--- config.mk ---
export PLATFORM = sky130hd
export DESIGN_NAME = sequential_stream_prefetch_detector_top_flat
export DESIGN_NICKNAME = d
export VERILOG_FILES = /design/src/rtl/spd_pkg.sv /design/src/rtl/spd_if.sv /design/src/rtl/spd_cell.sv /design/src/rtl/sequential_stream_prefetch_detector_top.sv /design/src/flat_wrapper.sv
export SDC_FILE = /design/constraint.sdc
export NUM_CORES = 2
export LEC_CHECK = 0
export BUFFER_PORTS_ARGS = -buffer_cell sky130_fd_sc_hd__clkbuf_2
export CAP_MARGIN = 20
export CORE_ASPECT_RATIO = 0.5
export CORE_UTILIZATION = 50
export DETAILED_ROUTE_END_ITERATION = 6
export HOLD_SLACK_MARGIN = 0.15
export PLACE_DENSITY_LB_ADDON = 0.25
export SYNTH_ARGS = -nofsm -noshare
export SYNTH_HDL_FRONTEND = slang
export SYNTH_SLANG_ARGS = --single-unit
--- constraint.sdc ---
create_clock -name clk -period 4 [get_ports clk]
set_input_delay 0.8 -clock clk [delete_from_list [all_inputs] [get_ports clk]]
set_output_delay 0.8 -clock clk [all_outputs]
set_load 0.01 [all_outputs]
--- src/rtl/spd_pkg.sv ---
`timescale 1ns / 1ps
// ----------------------------------------------------------------------------
// spd_pkg: shared types and constants
// Widths, history depth and the control bundle that drives each history cell.
// ----------------------------------------------------------------------------
package spd_pkg;

	localparam int unsigned ID_W    = 64;
	localparam int unsigned K_W     = 4;
	localparam int unsigned DEPTH   = 8;
	localparam logic [K_W-1:0] K_RESET = 4'd4;
	localparam logic [K_W-1:0] K_MIN   = 4'd1;
	localparam logic [K_W-1:0] K_MAX   = K_W'(DEPTH);

	typedef logic [ID_W-1:0] block_t;
	typedef logic [K_W-1:0]  k_t;

	typedef struct packed {
		logic shift;
		logic clear;
	} cell_ctrl_t;

endpackage

--- src/rtl/spd_if.sv ---
`timescale 1ns / 1ps
// ----------------------------------------------------------------------------
// spd_if: stream channels
// Access channel into the detector and result channel out of it.
// ----------------------------------------------------------------------------
interface spd_req_if;
	logic            valid;
	logic            ready;
	spd_pkg::block_t block_id;

	modport source (output valid, output block_id, input ready);
	modport sink   (input valid, input block_id, output ready);
endinterface

interface spd_rsp_if;
	logic            valid;
	logic            ready;
	logic            prefetch_valid;
	spd_pkg::block_t prefetch_block;

	modport source (output valid, output prefetch_valid, output prefetch_block, input ready);
	modport sink   (input valid, input prefetch_valid, input prefetch_block, output ready);
endinterface

--- src/rtl/spd_cell.sv ---
`timescale 1ns / 1ps
// ----------------------------------------------------------------------------
// spd_cell: one history entry
// Holds one past block number, shifts it to the next cell on each transfer
// and checks it against the current block number minus this cell's offset.
// ----------------------------------------------------------------------------
module spd_cell (
	input  logic                clk,
	input  logic                arst_n,
	input  spd_pkg::cell_ctrl_t ctrl,
	input  spd_pkg::block_t     shift_in,
	input  spd_pkg::block_t     block_id,
	input  spd_pkg::k_t         offset,
	output spd_pkg::block_t     entry,
	output logic                match
);

	spd_pkg::block_t entry_q;

	always_ff @(posedge clk or negedge arst_n) begin
		if (!arst_n) begin
			entry_q <= '1;
		end else if (ctrl.clear) begin
			entry_q <= '1;
		end else if (ctrl.shift) begin
			entry_q <= shift_in;
		end
	end

	assign entry = entry_q;
	assign match = (entry_q == (block_id - spd_pkg::ID_W'(offset)));

endmodule

--- src/rtl/sequential_stream_prefetch_detector_top.sv ---
`timescale 1ns / 1ps
// ----------------------------------------------------------------------------
// sequential_stream_prefetch_detector_top: sequential stream prefetch detector
// Keeps the last block numbers in a chain of cells and requests a prefetch
// of the next block when the last k accesses ran up to the current one.
//
//   channel  dir  payload                          handshake
//   req      in   block_id[63:0]                   valid/ready
//   rsp      out  prefetch_valid, prefetch_block   valid/ready
//   cfg      in   cfg_wdata[3:0] (confidence_k)    cfg_we, no wait
//
// One access per cycle unless a result sits unclaimed; the result is captured
// in the output register at the transfer. All cells compare in parallel
// against the access in the same cycle the history shifts. req.ready is low
// only while a result sits unclaimed in the output register. Reset sets k to 4
// and the history to all ones; a cfg write clears the history again.
// ----------------------------------------------------------------------------
module sequential_stream_prefetch_detector_top (
	input  logic             clk,
	input  logic             arst_n,
	input  logic             cfg_we,
	input  spd_pkg::k_t      cfg_wdata,
	spd_req_if.sink          req,
	spd_rsp_if.source        rsp
);

	spd_pkg::k_t         k_q;
	spd_pkg::k_t         k_eff;
	spd_pkg::cell_ctrl_t ctrl;
	spd_pkg::block_t     entry [spd_pkg::DEPTH];
	logic [spd_pkg::DEPTH-1:0] match;
	logic [spd_pkg::DEPTH-1:0] hit;
	logic                req_xfer;
	logic                seq;

	logic            out_valid_q;
	logic            out_flag_q;
	spd_pkg::block_t out_block_q;

	always_ff @(posedge clk or negedge arst_n) begin
		if (!arst_n) begin
			k_q <= spd_pkg::K_RESET;
		end else if (cfg_we) begin
			k_q <= cfg_wdata;
		end
	end

	always_comb begin
		if (k_q < spd_pkg::K_MIN) begin
			k_eff = spd_pkg::K_MIN;
		end else if (k_q > spd_pkg::K_MAX) begin
			k_eff = spd_pkg::K_MAX;
		end else begin
			k_eff = k_q;
		end
	end

	assign req.ready  = !out_valid_q || rsp.ready;
	assign req_xfer   = req.valid && req.ready;
	assign ctrl.shift = req_xfer;
	assign ctrl.clear = cfg_we;

	for (genvar j = 0; j < spd_pkg::DEPTH; j++) begin : g_cell
		spd_cell u_cell (
			.clk      (clk),
			.arst_n   (arst_n),
			.ctrl     (ctrl),
			.shift_in ((j == 0) ? req.block_id : entry[(j == 0) ? 0 : j - 1]),
			.block_id (req.block_id),
			.offset   (spd_pkg::K_W'(j + 1)),
			.entry    (entry[j]),
			.match    (match[j])
		);
		// cells beyond k do not take part
		assign hit[j] = match[j] || (spd_pkg::K_W'(j + 1) > k_eff);
	end

	assign seq = &hit;

	always_ff @(posedge clk or negedge arst_n) begin
		if (!arst_n) begin
			out_valid_q <= 1'b0;
		end else if (req_xfer) begin
			out_valid_q <= 1'b1;
		end else if (rsp.ready) begin
			out_valid_q <= 1'b0;
		end
	end

	always_ff @(posedge clk) begin
		if (req_xfer) begin
			out_flag_q  <= seq;
			out_block_q <= seq ? (req.block_id + spd_pkg::ID_W'(1)) : '0;
		end
	end

	assign rsp.valid          = out_valid_q;
	assign rsp.prefetch_valid = out_flag_q;
	assign rsp.prefetch_block = out_block_q;

endmodule

--- src/flat_wrapper.sv ---
// flat-port wrapper written by rule: the top's interface ports become plain ports
module sequential_stream_prefetch_detector_top_flat 
  (clk, arst_n, cfg_we, cfg_wdata, req_valid, req_block_id, req_ready, rsp_valid, rsp_prefetch_valid, rsp_prefetch_block, rsp_ready);
  spd_req_if req_i ();
  spd_rsp_if rsp_i ();
  input  logic clk;
  input  logic arst_n;
  input  logic cfg_we;
  input  spd_pkg::k_t cfg_wdata;
  input wire logic [$bits(req_i.valid)-1:0] req_valid;
  input wire logic [$bits(req_i.block_id)-1:0] req_block_id;
  output wire logic [$bits(req_i.ready)-1:0] req_ready;
  output wire logic [$bits(rsp_i.valid)-1:0] rsp_valid;
  output wire logic [$bits(rsp_i.prefetch_valid)-1:0] rsp_prefetch_valid;
  output wire logic [$bits(rsp_i.prefetch_block)-1:0] rsp_prefetch_block;
  input wire logic [$bits(rsp_i.ready)-1:0] rsp_ready;
  assign req_i.valid = req_valid;
  assign req_i.block_id = req_block_id;
  assign req_ready = req_i.ready;
  assign rsp_valid = rsp_i.valid;
  assign rsp_prefetch_valid = rsp_i.prefetch_valid;
  assign rsp_prefetch_block = rsp_i.prefetch_block;
  assign rsp_i.ready = rsp_ready;
  sequential_stream_prefetch_detector_top u_core (.clk(clk), .arst_n(arst_n), .cfg_we(cfg_we), .cfg_wdata(cfg_wdata), .req(req_i), .rsp(rsp_i));
endmodule
# Word-level counts from Yosys, hierarchy flattened
# Cells that the tools add are included.
# totals
ff_bits	582
output_inout_bits	67
# classes
n_addsub	9
magnitude_cmp	10
n_eq_ne	8
mux	20
n_reduce_logical	14
# ops
cell	n
two-way mux 64 bit	16
== test 64 bit	8
subtractor 64 x 3 -> 64 bit (second input constant)	4
subtractor 64 x 2 -> 64 bit (second input constant)	2
adder 64 x 1 -> 64 bit (second input constant)	1
subtractor 64 x 1 -> 64 bit (second input constant)	1
subtractor 64 x 4 -> 64 bit (second input constant)	1
greater-than comparator 3 x 4 -> 1 bit (first input constant)	4
logical OR 1 bit	9
greater-than comparator 2 x 4 -> 1 bit (first input constant)	2
two-way mux 4 bit	2
AND reduction 8 bit	1
greater-than comparator 1 x 4 -> 1 bit (first input constant)	1
greater-than comparator 4 bit (first input constant)	1
greater-than comparator 4 bit (second input constant)	1
< comparator 4 x 1 -> 1 bit (second input constant)	1
nonzero test 2 bit	2
two-way mux 1 bit	2
logical AND 1 bit	1
logical NOT 1 bit	1

# Logic depth before layout (Yosys ltp)
# depth
word_depth	6
depth_mapped	19

# Modules after synthesis
# A second synthesis with hierarchy kept.
# unflattened
cells_unflattened	4710
area_unflattened_um2	43653.1
# by_module_without_submodules
module	n_inst	cells_per_inst	area_per_inst_um2	seq_area_each_um2
spd_cell at u_core.g_cell[0].u_cell ...	4	546	4942.2	1681.6
spd_cell at u_core.g_cell[4].u_cell ...	3	532	4987.3	1681.6
spd_cell at u_core.g_cell[7].u_cell	1	554	5036.1	1681.6
sequential_stream_prefetch_detector_top	1	376	3886.2	2078.2

# Worst setup path before layout
# OpenSTA, ideal clock, no wires.
# synth_path
path_type	input -> register
startpoint	input port req_block_id[3]
endpoint	register u_core.out_block_q[10] (netlist: u_core.rsp.prefetch_block[10]) (data pin)
setup_time_ns	0.171
arrival_time_ns	5.113
setup_slack_ns	-1.285
cell_stages	18
n_path_buf	6
path_cell_list	clkbuf_1 -> buf_1 -> inv_1 -> ha_1 -> clkbuf_1 -> or4b_2 -> clkbuf_1 -> nor4_1 -> o211ai_1 -> a221o_1 -> a2111oi_0 -> nand4_1 -> or4_1 -> o32ai_1 -> nand4_1 -> buf_4 -> buf_6 -> nor4_2
# synth_via
elab_chain_cells	4
elab_cells_between_ends	26
cone_classes	add/sub (9); eq/ne (8); reduce/logical (9)
# synth_rtl
item	line	text
start: declaration	flat_wrapper.sv:11	input wire logic [$bits(req_i.block_id)-1:0] req_block_id;
subtractor 64 x 1 -> 64 bit, or another cell as far along	spd_cell.sv:31	assign match = (entry_q == (block_id - spd_pkg::ID_W'(offset)));
== test 64 bit	spd_cell.sv:31	
logical OR 1 bit	sequential_stream_prefetch_detector_top.sv:75	assign hit[j] = match[j] || (spd_pkg::K_W'(j + 1) > k_eff);
AND reduction 8 bit	sequential_stream_prefetch_detector_top.sv:78	assign seq = &hit;
end signal: assignment	sequential_stream_prefetch_detector_top.sv:93	out_block_q <= seq ? (req.block_id + spd_pkg::ID_W'(1)) : '0;
end: declaration	sequential_stream_prefetch_detector_top.sv:38	spd_pkg::block_t out_block_q;
# Parallel ways exist; a longest one is shown, timed or not.
# A chain may end at the register's enable or synchronous reset.

# Final worst setup path
# layout_path
startpoint	input port req_block_id[2]
endpoint	register u_core.out_block_q[60] (netlist: u_core.rsp.prefetch_block[60]) (data pin)
# The elaborated chain is that of the path after synthesis.

==> flow_summary.json <==
{
  "synth_top_family_by_area": "simple AND/OR/NAND/NOR gates",
  "start_util_pct": 51.0,
  "power.switching_w": 0.00659,
  "slew_violations": 0,
  "clk_pin_slew_ps": 70,
  "synth_top_area_share_pct": 33.0,
  "timing.final.crit_period_ps": 4820,
  "timing.hold.ws_ps": 372,
  "core_um2": 80100,
  "hold_viol_final": 0,
  "critPathTopFamily": "simple AND/OR/NAND/NOR gates",
  "async_reset_ff_share_pct": 88.8,
  "track_usage_pct": 54.9,
  "layout_setup_ws_ps": -820,
  "dpl.hpwl_um": 186000,
  "synth-main-ff-cell": "dfstp_2",
  "ys_ff_latch": 582,
  "drc": 23,
  "cts_tree": "done",
  "cts.sinks": 582,
  "seq_power_share_pct": 39.4,
  "grt_pass1_wl_um": 314000,
  "yosysMostFrequentCell": "nand2_1",
  "start_kind": "input port",
  "ys_top_cells_by_count": "nand2_1 (1186), xnor2_1 (544), dfstp_2 (513), nand3b_1 (513), xor2_1 (308)",
  "final_nets": 5876,
  "finalSetupViolCount": 65,
  "portBuffers": 139,
  "critPathKind": "in -> reg",
  "syn-num-nets": 4896,
  "dr.pass1.iters": 7,
  "synth_xor_area_share_pct": 18.3,
  "path_max_fanout": 15,
  "slew_headroom_pct": 17.3,
  "synth_compound_area_share_pct": 5.18,
  "placedInstanceArea_um2": 50700,
  "ant_nets": 0,
  "swShare_pct": 36.1,
  "grt_pass1_vias": 40600,
  "max_cap_violations": 0,
  "power_frac_comb_pct": 29.7,
  "clkPwrFrac_pct": 30.9,
  "routed_wl_um": 237000,
  "cts_buffers": 53,
  "arrival_ps": 5210,
  "gp_congestion": 1.23,
  "cp-end-kind": "flop",
  "drive_gt1_share_pct": 36.9,
  "grt_max_degree": 143,
  "ys_warn_count": 0,
  "cpMostUsedCell": "buf_4",
  "intPower_w": 0.0117,
  "worstMarginPinSlew_ps": 1230,
  "yosys.area_share.adder_pct": 0.337,
  "power.total_w": 0.0183,
  "die_area_um2": 82900,
  "avgSynthCellArea_um2": 8.49,
  "path_buf_inv": 9,
  "max-clock-path-buffers": 3,
  "rsz0062_at_grt": "yes",
  "leakagePower_nw": 22.1,
  "synth-simple-area-share_pct": 34.0,
  "die_h_um": 204,
  "overflow": 0,
  "clk_latency_ps": 660,
  "synthToLayoutAreaGrowth_pct": 33.0,
  "io_pins": 140,
  "muxShareOfSynthArea_pct": 0.386,
  "netlist_top_cells_area": "dfstp_2 (33%), xnor2_1 (12%), nand2_1 (11%), nand3b_1 (9.4%), xor2_1 (6.6%)",
  "antenna_found_initial": 22,
  "status": "finished, violations left",
  "fin_util_pct": 67.8,
  "num_vias": 45700,
  "post-route-cell-area_um2": 54300,
  "die_w_um": 406,
  "pwr_density_cell_nw_per_um2": 336,
  "max_freq_mhz": 207,
  "fin_skew_ps": 19.6,
  "fin_crit_sh_pct": 121,
  "drtIter0Drc": 8694,
  "synth_cells": 4812,
  "std_cell_rows": 73,
  "synth_top_cell_by_area": "dfstp_2",
  "via_per_inst": 6.59,
  "critPathMaxStageDelay_ps": 600,
  "max-vdd-ir-drop_v": 0.000353,
  "hold_class": "in -> reg",
  "failed_checks": "DRC, setup timing",
  "netlist_area_um2": 40800,
  "synth_edf_count": 65,
  "crit_slowest_cell": "nor2b_1",
  "required_ps": 4390,
  "synth_cell_types": 80,
  "cts_root_buffer": "clkbuf_16",
  "cts_max_level": 2,
  "path_cells": "clkbuf_2 -> buf_4 -> inv_2 -> ha_2 -> buf_4 -> nor2b_1 -> nand2_1 -> buf_4 -> nor2_1 -> xnor2_1 -> nor4_1 -> buf_4 -> nand4_1 -> nor4_2 -> buf_4 -> o2111ai_4 -> buf_12 -> buf_4 -> nor4_4",
  "synth.yosys.seq_area_share_pct": 38.0,
  "place_ws_ps": -2120,
  "wire_per_inst_um": 34.2
}
[kinds of logic after synthesis]
group	after synthesis
adders and majority gates	11
xor gates and xnor gates	853
muxes	15
and+or+nand+nor	2637
DFF	582
AOI/OAI and AO/OA	317
buffers and inverters	397
[flip-flops by register name (all words and copies together), names as in the netlist]
register and cells:
u_core.rsp.prefetch_block 64, u_core.k_q 4, u_core.rsp.valid 1, u_core.g_cell.u_cell.entry 512, u_core.rsp.prefetch_valid 1
[per-stage QoR]
| stage | TNS (ps) | cells |
|---|---|---|
| after global placement | -138870 | 6795 |
| final | -34010 | 6935 |
| after CTS | -22660 | 6899 |
| after floorplan | -45170 | 4812 |
| after detailed placement | -133380 | 6795 |
| after global routing | -36930 | 6923 |
[power groups by stage]
stage / logic (W) / clock network, W / registers (W)
after global placement: 0.00472 / 0 / 0.00720
after CTS: 0.00489 / 0.00558 / 0.00715
final: 0.00543 / 0.00564 / 0.00719
after floorplan: 0.00237 / 0 / 0.00708
after detailed placement: 0.00478 / 0 / 0.00723
after global routing: 0.00545 / 0.00581 / 0.00722
[placed cells by master, fill, tap and decap left out, types with 10 or more instances in the layout]
cell type | Yosys | layout
nand3b_1 | 513 | 513
nand2_1 | 1186 | 1182
or4_4 | 1 | 21
xor2_1 | 308 | 308
clkbuf_2 | 0 | 132
diode_2 | 0 | 13
nor4_2 | 52 | 71
nor3_1 | 128 | 110
and4_1 | 11 | 10
a31oi_1 | 28 | 28
and2_1 | 13 | 13
nand4_1 | 115 | 115
buf_12 | 0 | 49
o211ai_1 | 19 | 19
nor4_1 | 126 | 67
inv_1 | 22 | 19
o21ai_0 | 66 | 62
and3_1 | 34 | 34
nand3_1 | 127 | 126
edfxtp_1 | 65 | 65
clkbuf_16 | 0 | 59
a211oi_1 | 15 | 14
buf_4 | 1 | 1090
o31ai_1 | 14 | 11
or3_1 | 33 | 33
nor3_2 | 0 | 12
clkbuf_1 | 303 | 10
a21o_1 | 10 | 10
dfstp_2 | 513 | 513
nor4_4 | 0 | 40
nor2_1 | 188 | 177
o2111ai_1 | 15 | 11
buf_6 | 5 | 19
xnor2_1 | 544 | 531
nand2b_1 | 15 | 15
xnor2_2 | 0 | 10
a21oi_1 | 71 | 69
or4_1 | 39 | 19
[per-layer routing]
metal / part of all wire (%) / global-route usage (%) / up-vias
met5: 0.32 / 2.57 / -
met4: 4.5 / 15.9 / 32
met3: 21 / 38.3 / 718
met2: 35 / 67.4 / 4045
met1: 39 / 74.4 / 22500
li1: - / - / 18400
[final cells by class]
type                       instances  area, um^2
antenna                           13        32.5
clock inverter                    20         251
clock buffer                      78        1590
multi-input combinational       3833       25300
inverter                          23        93.8
tap                             1087        1360
timing repair buffer            1299       10200
fill                            6384       25800
sequential                       582       15500
[final timing paths]
check / end / slack, ps / depth (start not counted) / start
max reg2reg: u_core.rsp.prefetch_block[60]$_SDFFCE_PN0P_ / -470 / 13 / u_core.g_cell[0].u_cell.entry[24]$_DFFE_PN1P_
min: u_core.k_q[0]$_DFFE_PN0P_ / 370 / 2 / cfg_wdata[0]
max in group asynchronous: u_core.g_cell[4].u_cell.entry[38]$_DFFE_PN1P_ / 2600 / 2 / arst_n
max: u_core.rsp.prefetch_block[60]$_SDFFCE_PN0P_ / -820 / 19 / req_block_id[2]
min reg2reg: u_core.g_cell[1].u_cell.entry[27]$_DFFE_PN1P_ / 500 / 2 / u_core.g_cell[0].u_cell.entry[27]$_DFFE_PN1P_
min in group asynchronous: u_core.rsp.valid$_DFFE_PN0P_ / 400 / 1 / arst_n
[timing repair]
item                       in CTS  in global routing
setup buffers                   5                 20
gates cloned                    1                  3
hold buffers                    0                  0
resized for setup             117                135
pin swaps                      20                 21
setup endpoints to repair      65                 65
Power figures use the tool's default switching activity.
